File: src/nhfe_pkg.sv
`timescale 1ns / 1ps
// ----------------------------------------------------------------------------
// nhfe_pkg
// Shared types and constants for the host frame encoder.
// ----------------------------------------------------------------------------
package nhfe_pkg;

    localparam int unsigned BYTE_W      = 8;
    localparam int unsigned CFG_IDX_W   = 3;
    localparam logic [BYTE_W-1:0] MAX_PAYLOAD = 8'd254;

    // byte kinds, encoded as on the output port
    typedef enum logic [3:0] {
        KIND_PREAMBLE   = 4'd0,
        KIND_START1     = 4'd1,
        KIND_START2     = 4'd2,
        KIND_LENGTH     = 4'd3,
        KIND_LEN_CHECK  = 4'd4,
        KIND_DIRECTION  = 4'd5,
        KIND_PAYLOAD    = 4'd6,
        KIND_DATA_CHECK = 4'd7,
        KIND_POSTAMBLE  = 4'd8
    } t_kind;

    // configuration register indexes
    typedef enum logic [CFG_IDX_W-1:0] {
        REG_PREAMBLE   = 3'd0,
        REG_START1     = 3'd1,
        REG_START2     = 3'd2,
        REG_DIRECTION  = 3'd3,
        REG_POSTAMBLE  = 3'd4
    } t_reg_idx;

    localparam logic [BYTE_W-1:0] RST_PREAMBLE  = 8'h00;
    localparam logic [BYTE_W-1:0] RST_START1    = 8'h00;
    localparam logic [BYTE_W-1:0] RST_START2    = 8'hFF;
    localparam logic [BYTE_W-1:0] RST_DIRECTION = 8'hD4;
    localparam logic [BYTE_W-1:0] RST_POSTAMBLE = 8'h00;

    typedef struct packed {
        logic [BYTE_W-1:0] preamble;
        logic [BYTE_W-1:0] start1;
        logic [BYTE_W-1:0] start2;
        logic [BYTE_W-1:0] direction;
        logic [BYTE_W-1:0] postamble;
    } t_cfg;

endpackage

File: src/nhfe_cfg_regs.sv
`timescale 1ns / 1ps
// ----------------------------------------------------------------------------
// nhfe_cfg_regs
// Configuration register bank: decodes the write channel into frame bytes.
// ----------------------------------------------------------------------------
module nhfe_cfg_regs (
    input  logic                          i_clk,
    input  logic                          i_rst_n,
    input  logic                          i_cfg_valid,
    output logic                          o_cfg_ready,
    input  logic [nhfe_pkg::CFG_IDX_W-1:0] i_cfg_index,
    input  logic [nhfe_pkg::BYTE_W-1:0]   i_cfg_data,
    output nhfe_pkg::t_cfg                o_cfg
);

    nhfe_pkg::t_cfg r_cfg;
    nhfe_pkg::t_cfg n_cfg;

    assign o_cfg_ready = 1'b1;
    assign o_cfg       = r_cfg;

    always_comb begin
        n_cfg = r_cfg;
        if (i_cfg_valid) begin
            unique case (nhfe_pkg::t_reg_idx'(i_cfg_index))
                nhfe_pkg::REG_PREAMBLE:  n_cfg.preamble  = i_cfg_data;
                nhfe_pkg::REG_START1:    n_cfg.start1    = i_cfg_data;
                nhfe_pkg::REG_START2:    n_cfg.start2    = i_cfg_data;
                nhfe_pkg::REG_DIRECTION: n_cfg.direction = i_cfg_data;
                nhfe_pkg::REG_POSTAMBLE: n_cfg.postamble = i_cfg_data;
                default:                 n_cfg           = r_cfg;
            endcase
        end
    end

    always_ff @(posedge i_clk) begin
        if (!i_rst_n) begin
            r_cfg.preamble  <= nhfe_pkg::RST_PREAMBLE;
            r_cfg.start1    <= nhfe_pkg::RST_START1;
            r_cfg.start2    <= nhfe_pkg::RST_START2;
            r_cfg.direction <= nhfe_pkg::RST_DIRECTION;
            r_cfg.postamble <= nhfe_pkg::RST_POSTAMBLE;
        end else begin
            r_cfg <= n_cfg;
        end
    end

endmodule

File: src/nfc_host_frame_encoder.sv
`timescale 1ns / 1ps
// ----------------------------------------------------------------------------
// nfc_host_frame_encoder
// Wraps payload bytes in host-to-reader information frames.
// ----------------------------------------------------------------------------
// Items wait in the item register, results in the result register.
// Throughput: one result byte per cycle unless the output stalls. An item
// yields 1 result as a mid-frame byte, up to 9 as a one-byte frame, holds the
// input until its last is issued, and the next item is taken in that cycle.
// Reset (synchronous, active low): idle between frames, sum and count zero,
// registers at their defaults, no item held and no result pending.
module nfc_host_frame_encoder (
    input  logic                          i_clk,
    input  logic                          i_rst_n,
    // input item channel
    input  logic                          i_in_valid,
    output logic                          o_in_stall,
    input  logic [nhfe_pkg::BYTE_W-1:0]   i_payload_byte,
    input  logic [nhfe_pkg::BYTE_W-1:0]   i_payload_count,
    // result channel
    output logic                          o_out_valid,
    input  logic                          i_out_stall,
    output logic [nhfe_pkg::BYTE_W-1:0]   o_frame_byte,
    output logic [3:0]                    o_byte_kind,
    output logic                          o_run_last,
    // configuration write channel
    input  logic                          i_cfg_valid,
    output logic                          o_cfg_ready,
    input  logic [nhfe_pkg::CFG_IDX_W-1:0] i_cfg_index,
    input  logic [nhfe_pkg::BYTE_W-1:0]   i_cfg_data
);

    nhfe_pkg::t_cfg cfg;

    nhfe_cfg_regs u_cfg (
        .i_clk       (i_clk),
        .i_rst_n     (i_rst_n),
        .i_cfg_valid (i_cfg_valid),
        .o_cfg_ready (o_cfg_ready),
        .i_cfg_index (i_cfg_index),
        .i_cfg_data  (i_cfg_data),
        .o_cfg       (cfg)
    );

    // held input item
    logic                        r_item_valid;
    logic [nhfe_pkg::BYTE_W-1:0] r_byte;
    logic [nhfe_pkg::BYTE_W-1:0] r_count;
    nhfe_pkg::t_kind             r_kind;
    nhfe_pkg::t_kind             n_kind;

    // frame state
    logic                        r_in_frame;
    logic                        n_in_frame;
    logic [nhfe_pkg::BYTE_W-1:0] r_bytes_left;
    logic [nhfe_pkg::BYTE_W-1:0] n_bytes_left;
    logic [nhfe_pkg::BYTE_W-1:0] r_data_sum;
    logic [nhfe_pkg::BYTE_W-1:0] n_data_sum;

    // result register
    logic                        r_out_valid;
    logic [nhfe_pkg::BYTE_W-1:0] r_out_byte;
    nhfe_pkg::t_kind             r_out_kind;
    logic                        r_out_last;

    logic                        out_load;
    logic                        emit;
    logic                        item_done;
    logic                        in_take;
    logic [nhfe_pkg::BYTE_W-1:0] sat_count;
    logic [nhfe_pkg::BYTE_W-1:0] len_byte;
    logic [nhfe_pkg::BYTE_W-1:0] sum_with_byte;
    logic [nhfe_pkg::BYTE_W-1:0] left_dec;
    logic [nhfe_pkg::BYTE_W-1:0] emit_byte;
    logic                        emit_last;

    assign out_load  = !r_out_valid || !i_out_stall;
    assign emit      = r_item_valid && out_load;
    assign item_done = emit && emit_last;
    assign o_in_stall = r_item_valid && !item_done;
    assign in_take   = i_in_valid && !o_in_stall;

    // count saturated into 1..MAX_PAYLOAD
    always_comb begin
        if (r_count == '0) begin
            sat_count = nhfe_pkg::BYTE_W'(1);
        end else if (r_count > nhfe_pkg::MAX_PAYLOAD) begin
            sat_count = nhfe_pkg::MAX_PAYLOAD;
        end else begin
            sat_count = r_count;
        end
    end

    assign len_byte      = sat_count + nhfe_pkg::BYTE_W'(1);
    assign sum_with_byte = r_data_sum + r_byte;
    assign left_dec      = (r_bytes_left != '0) ? r_bytes_left - nhfe_pkg::BYTE_W'(1)
                                                : r_bytes_left;

    always_comb begin
        n_kind       = r_kind;
        n_in_frame   = r_in_frame;
        n_bytes_left = r_bytes_left;
        n_data_sum   = r_data_sum;
        emit_byte    = r_byte;
        emit_last    = 1'b0;
        unique case (r_kind)
            nhfe_pkg::KIND_PREAMBLE: begin
                emit_byte = cfg.preamble;
                n_kind    = nhfe_pkg::KIND_START1;
            end
            nhfe_pkg::KIND_START1: begin
                emit_byte = cfg.start1;
                n_kind    = nhfe_pkg::KIND_START2;
            end
            nhfe_pkg::KIND_START2: begin
                emit_byte = cfg.start2;
                n_kind    = nhfe_pkg::KIND_LENGTH;
            end
            nhfe_pkg::KIND_LENGTH: begin
                emit_byte = len_byte;
                n_kind    = nhfe_pkg::KIND_LEN_CHECK;
            end
            nhfe_pkg::KIND_LEN_CHECK: begin
                emit_byte = '0 - len_byte;
                n_kind    = nhfe_pkg::KIND_DIRECTION;
            end
            nhfe_pkg::KIND_DIRECTION: begin
                emit_byte    = cfg.direction;
                n_kind       = nhfe_pkg::KIND_PAYLOAD;
                n_data_sum   = cfg.direction;
                n_bytes_left = sat_count;
                n_in_frame   = 1'b1;
            end
            nhfe_pkg::KIND_PAYLOAD: begin
                emit_byte    = r_byte;
                n_data_sum   = sum_with_byte;
                n_bytes_left = left_dec;
                if (left_dec == '0) begin
                    n_kind = nhfe_pkg::KIND_DATA_CHECK;
                end else begin
                    emit_last = 1'b1;
                end
            end
            nhfe_pkg::KIND_DATA_CHECK: begin
                emit_byte = '0 - r_data_sum;
                n_kind    = nhfe_pkg::KIND_POSTAMBLE;
            end
            nhfe_pkg::KIND_POSTAMBLE: begin
                emit_byte  = cfg.postamble;
                emit_last  = 1'b1;
                n_in_frame = 1'b0;
            end
            default: begin
                emit_byte = r_byte;
                emit_last = 1'b1;
            end
        endcase
    end

    always_ff @(posedge i_clk) begin
        if (!i_rst_n) begin
            r_item_valid <= 1'b0;
            r_kind       <= nhfe_pkg::KIND_PREAMBLE;
            r_in_frame   <= 1'b0;
            r_bytes_left <= '0;
            r_data_sum   <= '0;
            r_out_valid  <= 1'b0;
        end else begin
            if (emit) begin
                r_in_frame   <= n_in_frame;
                r_bytes_left <= n_bytes_left;
                r_data_sum   <= n_data_sum;
            end
            if (in_take) begin
                r_item_valid <= 1'b1;
                // a new item opens a frame unless one is still running
                r_kind <= (emit ? n_in_frame : r_in_frame) ? nhfe_pkg::KIND_PAYLOAD
                                                            : nhfe_pkg::KIND_PREAMBLE;
            end else if (item_done) begin
                r_item_valid <= 1'b0;
            end else if (emit) begin
                r_kind <= n_kind;
            end
            if (out_load) begin
                r_out_valid <= r_item_valid;
            end
        end
    end

    always_ff @(posedge i_clk) begin
        if (in_take) begin
            r_byte  <= i_payload_byte;
            r_count <= i_payload_count;
        end
        if (emit) begin
            r_out_byte <= emit_byte;
            r_out_kind <= r_kind;
            r_out_last <= emit_last;
        end
    end

    assign o_out_valid  = r_out_valid;
    assign o_frame_byte = r_out_byte;
    assign o_byte_kind  = r_out_kind;
    assign o_run_last   = r_out_last;

endmodule
File: config.mk
export PLATFORM = sky130hd
export DESIGN_NAME = nfc_host_frame_encoder
export DESIGN_NICKNAME = d
export VERILOG_FILES = /design/src/nhfe_pkg.sv /design/src/nhfe_cfg_regs.sv /design/src/nfc_host_frame_encoder.sv
export SDC_FILE = /design/constraint.sdc
export NUM_CORES = 1
export LEC_CHECK = 0
export BUFFER_PORTS_ARGS = -buffer_cell sky130_fd_sc_hd__buf_2
export CAP_MARGIN = 20
export CORE_ASPECT_RATIO = 0.8
export CORE_UTILIZATION = 63
export DETAILED_ROUTE_END_ITERATION = 7
export GPL_TIMING_DRIVEN = 0
export PLACE_DENSITY = 0.84
export SYNTH_ARGS = -nofsm -noshare
export SYNTH_HDL_FRONTEND = slang
export SYNTH_SLANG_ARGS = --single-unit
File: constraint.sdc
create_clock -name i_clk -period 3.8 [get_ports i_clk]
set_clock_uncertainty 0.1 [all_clocks]
set_input_delay 0 -clock i_clk [delete_from_list [all_inputs] [get_ports i_clk]]
set_output_delay 0 -clock i_clk [all_outputs]
set_load 0.01 [all_outputs]
Yosys cells after proc, flatten, opt, wreduce, memory -nomap -nowiden. Cells that the tools add are included.

Add/sub/neg operators: 5. $lt $le $gt $ge: 1. Equality and inequality tests: 14. Muxes and demuxes: 18. Reduce and logical (&&, ||, !) cells: 26.

Operators by type and width (number): $pmux 8 s8 (1); $pmux 4 s8 (1); $pmux 8 s2 (2); $mux 8 (3); $eq 4x3->1 const B (4); $logic_not 8->1 (2); $mux 4 (4); $sub 1x8->8 const A (2); $reduce_and 2->1 (6); $reduce_bool 9->1 (1); $add 8x1->8 const B (1); $add 8x8->8 (1); $eq 4x2->1 const B (2); $gt 8x8->1 const B (1); $reduce_bool 8->1 (1); $sub 8x1->8 const B (1); $reduce_or 7->1 (1); $eq 3x2->1 const B (2); $reduce_bool 2->1 (3); $eq 4x1->1 const B (1); $eq 4x4->1 const B (1); $logic_and 1x1->1 (4); $logic_not 1->1 (4); $logic_not 4->1 (1); other kinds (10) (14).

Bits in registers: 92. Bits of input ports: 32. Output and inout port bits: 16. Word-level logic and storage cells: 80.

Longest topological paths before layout. Gate-level depths: netlist of the first run.

Depth after elaboration: 12. Gate-level depth with buffers: 11. Depth with buffers taken out: 10.

Hierarchy. A second synthesis of the first run with hierarchy kept.

Cell total of the unflattened synthesis: 566. Area, all modules: 5084.9 sq um.

Modules (own cells, without submodules): nfc_host_frame_encoder (instances 1, cells an instance 412, area each 3504.6 sq um, seq. area each 1331.3 sq um); nhfe_cfg_regs (instances 1, cells an instance 154, area each 1580.3 sq um, seq. area each 800.8 sq um).

Worst setup path before layout of the first run. Ideal clock, no wire load.

Kind: reg2reg. Start point: register r_count[4] (netlist bit). End point: register r_out_byte, in the netlist o_frame_byte[6] (data pin). Setup time: 0.254 ns. Arrival time: 2.176 ns. Data required time: 3.446 ns. Setup slack: 1.270 ns. Cell stages (with the launch flop): 11. Path buffers: 0. Clock period less this slack: 2.530 ns. Cells stage by stage: edfxtp_1 nor4_1 a21oi_1 a21o_1 mux2i_1 ha_1 o211ai_1 nor4_2 nand3_1 xor2_1 a21o_1.

Longest elaborated chain between the ends: 6. Elaborated cells between the ends (all ways): 7. Classes of those cells: add/sub: 2; order compare: 1; mux: 3; reduce/logical: 1.

RTL lines: start, declared (line nfc_host_frame_encoder.sv:48) `logic [nhfe_pkg::BYTE_W-1:0] r_count;`; start signal, assigned (line nfc_host_frame_encoder.sv:193) `r_count <= i_payload_count;`; $gt 8x8->1 (line nfc_host_frame_encoder.sv:87) `end else if (r_count > nhfe_pkg::MAX_PAYLOAD) begin`; $mux 8 (line nfc_host_frame_encoder.sv:87); $mux 8 (*) (line nfc_host_frame_encoder.sv:85) `if (r_count == '0) begin`; $add 8x1->8 (*) (line nfc_host_frame_encoder.sv:94) `assign len_byte = sat_count + nhfe_pkg::BYTE_W'(1);`; $sub 1x8->8 (line nfc_host_frame_encoder.sv:124) `emit_byte = '0 - len_byte;`; $pmux 8 s8 (*) (line nfc_host_frame_encoder.sv:106) `unique case (r_kind)`; via emit_byte, one bit (line nfc_host_frame_encoder.sv:74) `logic [nhfe_pkg::BYTE_W-1:0] emit_byte;`; end signal, assigned (line nfc_host_frame_encoder.sv:196) `r_out_byte <= emit_byte;`; end, declared (line nfc_host_frame_encoder.sv:62) `logic [nhfe_pkg::BYTE_W-1:0] r_out_byte;`.

Mark *: on every way through the listed nets, which the timed path passes. The rest lies on a longest branch. A chain may end at the register's enable or synchronous reset.

Final worst setup path of the first run.
Start point: register r_out_valid, in the netlist o_out_valid. End point: register r_data_sum[2] (netlist bit).

Longest elaborated chain between the ends: 4.

RTL lines: start, declared (line nfc_host_frame_encoder.sv:61) `logic r_out_valid;`; start signal, assigned (line nfc_host_frame_encoder.sv:185) `r_out_valid <= r_item_valid;`; $logic_not 1->1 (line nfc_host_frame_encoder.sv:77) `assign out_load = !r_out_valid || !i_out_stall;`; $logic_or 1x1->1 (line nfc_host_frame_encoder.sv:77); $logic_and 1x1->1 (line nfc_host_frame_encoder.sv:78) `assign emit = r_item_valid && out_load;`; via emit (line nfc_host_frame_encoder.sv:67) `logic emit;`; $reduce_and 2->1 (no line); end signal, assigned (line nfc_host_frame_encoder.sv:172) `r_data_sum <= n_data_sum;`; end, declared (line nfc_host_frame_encoder.sv:57) `logic [nhfe_pkg::BYTE_W-1:0] r_data_sum;`.

The timed path passes the listed nets, and every way through them passes these cells.

==> results.md, run 1 <==
* Post-Syn Instances at 584
* Yosys Warn Count at 0
* Worst path cell trace: nand2_1 -> and2_1 -> clkbuf_1 -> nand2_1 -> a21oi_1 -> clkbuf_1 -> o311ai_0 -> o211a_1
* Worst vdd ir at 311 uV
* Starting Density at 0.662
* Internal at 1400 uW
* Main combinational cell family by area after synthesis: simple AND/OR/NAND/NOR gates
* Post-synthesis sequential area ratio at 0.428
* Async set or reset register ratio after synthesis at 0
* Crit path time final at 3140 ps
* Hold WC Path Type: primary input to flop
* LEAKAGE at 0.00229 uW
* NetSw at 511 uW
* Vias in the first global route at 4585
* Post-Layout Cell Count at 777
* Final setup violating endpoints at 0
* Clock power share at 0.324
* Synth cell types at 76
* Die X at 101 um
* CP max FO at 17
* Initial antenna violation count at 0
* WL final at 14.3 mm
* First-pass GRT wire length at 22.3 mm
* Ys flop type: dfxtp_1
* Clock Path Buffers at 2
* Resized Gates After CTS at 0
* Post-synth top cells: nand2_1 (127), dfxtp_1 (63), nor2_1 (35), a21oi_1 (32), a21boi_0 (30)
* Crit. End Element: flop
* Pwr Density at 330 nW/um2
* Synth Area in XOR/XNOR at 0.0246
* Synth Area in Simple Gates at 0.246
* Crit path from: o_out_valid
* Setup_tns at 0 ps
* Reg clk slew, reported paths at 100 ps
* Final period util at 0.827
* WP data required at 3960 ps
* All-Layer GR Usage at 0.360
* Synth top area share at 0.253
* Slew HR at 0.249
* Vias at 4865
* CTS root buffer: clkbuf_8
* Area contributors post-synth: dfxtp_1 (25%), edfxtp_1 (17%), nand2_1 (9.6%), a21boi_0 (4.5%), a21oi_1 (3.2%)
* Final Hold Vio Count at 0
* Grt ovf at 0
* Maximum clock frequency at 318 MHz
* Layout cells sized above 1 at 0.121
* Gpl congestion at 0.940
* H-tree depth reported by CTS at 3
* Compound-Gate Fraction of Synth Area at 0.222
* Yosys reg bits at 92
* CP Launch Type: flop
* Leading area contributor after synthesis: dfxtp_1
* Num CTS Buffers at 9
* Placed insts at 734
* Top-count cell post-synth: nand2_1
* FF-to-FF Start: o_out_valid
* Largest net degree at the start of global routing at 18
* Critical hold path startpoint: i_cfg_index[0]
* Max Cap Viol at 0
* Die H at 81.6 um
* Outcome: finished, final reports clean
* Initial drt markers at 499
* Synth Cell Area at 4980 um2
* Syn-to-layout area delta at 16.1%
* Port buffer count at 45
* CP max stage delay at 830 ps
* Crit path kind: flop to flop
* Via-to-Cell Ratio at 6.26
* # diodes at 0
* Switching share of power at 0.268
* Post-synthesis mux area share at 0.0141
* Slew Limit Fails at 0
* Routed Antenna Nets at 0
* Post-synth EDFFs at 29
* # DRC at 0
* Arrival time worst endpoint at 3300 ps
* Clk_lat worst skew at 370 ps
* Wirelength per Cell at 18.4 um
* Core ar. at 7530 um2
* Nets@finish at 710
* Die Area at 8270 um2
* Router iterations before antenna repair at 5
* Flop pwr share at 0.563
* RSZ-0062 raised after global routing: no
* Net Count, Synth at 627
* Clk sinks at 92
* Combinational share of power at 0.114
* IO Pins at 48
* Syn avg cell area at 8.54 um2
* Total power at 1910 uW
* Slew at the pin closest to its max-slew limit at 1130 ps
* # rows at 28
* Slowest CP cell: clkbuf_1
* CTS tree: built
* Adder-cell share of the synthesized area at 0.0291
* DPL Wire Length at 10.2 mm
cell type report:
type,count,area [um2]
Tap cell,105,131
Inverter,16,60.1
Buffer,29,116
Fill cell,555,1740
Sequential cell,92,2130
Timing Repair Buffer,72,495
Clock inverter,5,36.3
Clock buffer,11,141
Multi-Input combinational cell,447,2680
power groups by stage:
stage | Clock (uW) | Sequential, uW | Combinational [uW]
final | 618 | 1070 | 217
after global routing | 651 | 1080 | 235
after CTS | 610 | 1070 | 211
after detailed placement | 0 | 1100 | 187
after global placement | 0 | 1090 | 182
after floorplan | 0 | 1090 | 111
logic make-up after synthesis:
| logic type | count (synthesis) |
|---|---|
| xor+xnor | 14 |
| compound gates | 157 |
| flops | 92 |
| simple gates | 257 |
| mux | 7 |
| other cells | 1 |
| fa+ha+maj | 11 |
| buf+inv | 45 |
layer usage:
metal,vias up,part of all wire,track usage
met3,34,0.12,0.0860
met2,293,0.45,0.574
met4,0,0.023,0.142
met1,2278,0.41,0.476
li1,2260,-,-
met5,-,0,0
layout by cell type, fill, tap and decap left out, drive strengths merged, types with 3 or more instances in the layout:
master	count
o22ai	8
buf	50
nand2	127
or2	4
and2	3
clkbuf	35
o211a	5
a21o	5
edfxtp	29
xor2	5
a21boi	32
nand3	27
o21bai	3
dfxtp	63
nand4b	3
a22oi	5
a211oi	3
o21ai	15
inv	17
nand2b	6
clkinv	3
ha	10
nor2b	10
nor2	36
a31oi	8
nor3	17
a21oi	33
a221oi	3
o21a	10
xnor2	9
dlygate4sd3	27
o31a	3
nor3b	3
o211ai	7
mux2i	7
nor4	4
path summary, 6_finish.rpt:
check,to,slack (ps),cells after the start
worst min-delay path,u_cfg.o_cfg[17],50,4
worst min register to register,o_byte_kind[2],350,0
worst max register to register,r_data_sum[2],660,8
worst max-delay path,r_data_sum[2],660,8
worst max-delay path, delay by kind of cell, from the launching register on:
kind	cells	cell delay, ps
flops	1	340
compound gates	3	830
simple gates	3	430
buf+inv	2	1340
flip-flops by register name, summed over array words and instances (netlist names):
name	count
r_byte	8
r_item_valid	1
o_byte_kind	4
o_frame_byte	8
r_bytes_left	8
o_out_valid	1
r_data_sum	8
o_run_last	1
r_in_frame	1
u_cfg.o_cfg	40
r_kind	4
r_count	8
metrics by stage:
| stage | instance area (um2) | util | hold WS (ps) | setup slack, ps |
|---|---|---|---|---|
| 2_1_floorplan | 4980 | - | -1.13 | 1270 |
| 3_3_place_gp | 5340 | 0.709 | 76.1 | 814 |
| 3_5_place_dp | 5340 | 0.709 | 78.1 | 773 |
| 4_1_cts | 5790 | 0.769 | 27.7 | 711 |
| 5_1_grt | 5790 | 0.769 | 67.1 | 471 |
| 6_report | 5790 | 0.769 | 47.8 | 656 |
what timing repair did:
action	4_1_cts	5_1_grt
buffers inserted	0	0
hold buffers	27	0
hold endpoints to repair	62	0
(Power assumes the default switching activity.)
==> run 2, diff against run 1 <==
--- a/config.mk
+++ b/config.mk
@@ -5,13 +5,14 @@
 export SDC_FILE = /design/constraint.sdc
 export NUM_CORES = 1
 export LEC_CHECK = 0
+export ABC_AREA = 1
 export BUFFER_PORTS_ARGS = -buffer_cell sky130_fd_sc_hd__buf_2
 export CAP_MARGIN = 20
 export CORE_ASPECT_RATIO = 0.8
-export CORE_UTILIZATION = 63
+export CORE_UTILIZATION = 59
 export DETAILED_ROUTE_END_ITERATION = 7
 export GPL_TIMING_DRIVEN = 0
-export PLACE_DENSITY = 0.84
+export PLACE_DENSITY = 0.8
 export SYNTH_ARGS = -nofsm -noshare
 export SYNTH_HDL_FRONTEND = slang
 export SYNTH_SLANG_ARGS = --single-unit
==> constraint.sdc (replaced) <==
create_clock -name i_clk -period 3.2 [get_ports i_clk]
set_clock_uncertainty 0.1 [all_clocks]
set_input_delay 0 -clock i_clk [delete_from_list [all_inputs] [get_ports i_clk]]
set_output_delay 0 -clock i_clk [all_outputs]
set_load 0.01 [all_outputs]
==> results.md, run 2 <==
* Outcome: finished, final reports clean
* # fillers at 637 (+15%)
* Slowest CP cell: dfxtp_1
* Largest register FFs at 40 (unchanged)
* CTS tree: built
* Max Cap Viol at 0 (unchanged)
* Resized Gates After CTS at 0 (unchanged)
* # DRC at 0 (unchanged)
* Arrival time worst endpoint at 2650 ps (-650 ps)
* Largest net degree at the start of global routing at 19 (+1)
* DPL Wire Length at 10.1 mm (-0.54%)
* Slew at the pin closest to its max-slew limit at 873 ps (-253 ps)
* Net Count, Synth at 689 (+9.9%)
* Commonest non-fill, non-tap cells in the layout: nand2_1 (132), nor2_1 (97), inv_1 (69)
* Worst vdd ir at 364 uV (+17%)
* Post-Syn Instances at 646 (+11%)
* Initial antenna violation count at 0 (unchanged)
* # rows at 29 (+3.6%)
* Commonest non-fill, non-tap cell in the layout: nand2_1
* Yosys reg bits at 92 (unchanged)
* Area contributors post-synth: dfxtp_1 (26%), edfxtp_1 (18%), nand2_1 (10%), nor2_1 (7.4%), inv_1 (5.3%)
* Maximum clock frequency at 368 MHz (+16%)
* Initial drt markers at 517 (+3.6%)
* Synth top area share at 0.257 (+0.00367)
* Leading area contributor after synthesis: dfxtp_1
* Final period util at 0.849 (+0.0217)
* NetSw at 660 uW (+29%)
* Layout cells sized above 1 at 0.161 (+0.0403)
* CP max stage delay at 340 ps (-490 ps)
* Setup_tns at 0 ps (unchanged)
* Starting Density at 0.616 (-0.0463)
* Top-count cell post-synth: nand2_1
* Post-synthesis sequential area ratio at 0.434 (+0.00621)
* IO Pins at 48 (unchanged)
* Via-to-Cell Ratio at 5.71 (-8.8%)
* Pwr Density at 399 nW/um2 (+21%)
* RSZ-0062 raised after global routing: no
* LEAKAGE at 0.00255 uW (+12%)
* All-Layer GR Usage at 0.328 (-0.0320)
* Die H at 83.6 um (+2.5%)
* Clk_lat worst skew at 380 ps (about the same)
* Router iterations before antenna repair at 7 (+2)
* Syn-to-layout area delta at 17.8%
* Slew Limit Fails at 0 (unchanged)
* Vias at 4843 (-0.45%)
* Bufs and invs on worst path at 2 (unchanged)
* Switching share of power at 0.285 (+0.0175)
* Clock Path Buffers at 2 (unchanged)
* # diodes at 0 (unchanged)
* Final setup violating endpoints at 0 (unchanged)
* Syn avg cell area at 7.61 um2 (-11%)
* Die Area at 8700 um2 (+5.1%)
* Clk sinks at 92 (unchanged)
* First-pass GRT wire length at 22.2 mm (-0.77%)
* Wirelength per Cell at 16.2 um (-12%)
* Yosys Warn Count at 0 (unchanged)
* Post-synth EDFFs at 29 (unchanged)
* Die X at 104 um (+2.5%)
* Ys flop type: dfxtp_1
* Hold WC Path Type: primary input to flop
* Core ar. at 7980 um2 (+6.0%)
* Crit path time final at 2720 ps (-427 ps)
* Vias in the first global route at 4556 (-0.63%)
* Flop pwr share at 0.555 (-0.008)
* Internal at 1650 uW (+18%)
* WL final at 13.8 mm (-3.8%)
* Crit path kind: flop to flop
* Grt ovf at 0 (unchanged)
* Clock power share at 0.331 (+0.007)
* Post-synth top cells: nand2_1 (132), nor2_1 (97), inv_1 (69), dfxtp_1 (63), o21ai_0 (51)
* Synth cell types at 50 (-34%)
* Port buffer count at 46 (+2.2%)
* Final Hold Vio Count at 0 (unchanged)
* CP delay by family, top: simple AND/OR/NAND/NOR gates
* Reg clk slew, reported paths at 100 ps (about the same)
* Async set or reset register ratio after synthesis at 0 (unchanged)
* Synth Cell Area at 4910 um2 (-1.4%)
* CTS root buffer: clkbuf_8
* Nets@finish at 778 (+9.6%)
* CP max FO at 18 (+1)
* Crit. End Element: flop
* Gpl congestion at 1.01 (+7.8%)
* Num CTS Buffers at 9 (unchanged)
* Combinational share of power at 0.114 (about the same)
* Worst path cell trace: inv_1 -> ha_1 -> nor3b_2 -> nand2_4 -> nand2_1 -> nand2_1 -> nand2_1 -> nor2_1 -> nand2_1 -> nand2_2 -> nand2_2 -> nand2_2 -> nand2_4 -> nand2_4 -> inv_2
* Slew HR at 0.414 (+0.164)
* WP data required at 3130 ps (-830 ps)
* Most frequent CP cell: nand2_1
* Routed Antenna Nets at 0 (unchanged)
* CP Launch Type: flop
* Post-Route Utilization at 0.725 (-0.0435)
* H-tree depth reported by CTS at 3 (unchanged)
-- run 2: cell types whose count changed in the layout (fill, tap and decap cells not counted), sizes merged, moves of 10 or more --
cell    before  now
nor2b       10    0
a21boi      32    0
nor2        36  106
o21a        10    0
nor3        17    6
nand3       27   48
o21ai       15   56
clkbuf      35   17
nand2      127  143
inv         17   83
-- run 2: repair_timing --
action,CTS,global route
buffers inserted,0,0
hold buffers,32,0
hold endpoints to repair,64,0
endpoints found under the setup margin,0,0
-- run 2: final cells by class --
class / count / area (um2) / share of cell area
sequential: 92 / 2130 / 0.368
buffer: 13 / 56.3 / 0.00973
clock buffer: 9 / 124 / 0.0214
multi-input combinational: 459 / 2420 / 0.418
timing repair buffer: 78 / 551 / 0.0951
inverter: 82 / 308 / 0.0532
tap: 108 / 135 / 0.0233
clock inverter: 7 / 65.1 / 0.0112
-- run 2: path summary, 6_finish.rpt --
kind                            cells after the start  slack, ps               to             from
worst min-delay path                                5         60   u_cfg.o_cfg[0]   i_cfg_index[2]
worst max register to register                     15        480       r_count[0]  r_bytes_left[0]
worst min register to register                      2        380  u_cfg.o_cfg[19]  u_cfg.o_cfg[19]
worst max-delay path                               15        480       r_count[0]  r_bytes_left[0]
-- run 2: cell families (layout without fill, tap and decap cells) --
family	Yosys count	after routing	synth area share
and+or+nand+nor	315	315	0.288
AOI/OAI and AO/OA	126	126	0.163
buffers and inverters	95	189	0.0741
DFF	92	92	0.434
adders and majority gates	11	11	0.0295
xor gates and xnor gates	6	6	0.0107
other	1	1	0.000763
-- run 2: worst min-delay path: stages --
cell and delay (ps):
buf_2 110, inv_1 40, nor3_1 130, o21ai_0 170
nor2_1 50
-- run 2: stage by stage --
stage / hold WS (ps) / instances / worst slack (ps) / instance area, um2 / power (uW)
floorplan: -1.13 / 646 / 970 / 4910 / 1440
global placement: 77.0 / 800 / 658 / 5280 / 1530
detailed placement: 78.6 / 800 / 545 / 5280 / 1540
CTS: 39.4 / 848 / 494 / 5790 / 2310
global route: 112 / 848 / 329 / 5790 / 2390
finish: 58.6 / 848 / 483 / 5790 / 2310
-- run 2: power by group through the flow --
stage	clock (uW)	combinational, uW	sequential, uW
3_3_place_gp	0	221	1310
3_5_place_dp	0	228	1310
2_1_floorplan	0	138	1300
5_1_grt	817	290	1290
6_report	766	264	1280
4_1_cts	776	257	1280
-- run 2: routing by layer --
metal  track usage  vias up  wire [um]
met1         0.424     2264       5700
met4         0.122        0        356
met2         0.513      215       6210
met3         0.102       30       1490
met5        0.0417        -          0
li1              -     2334          -
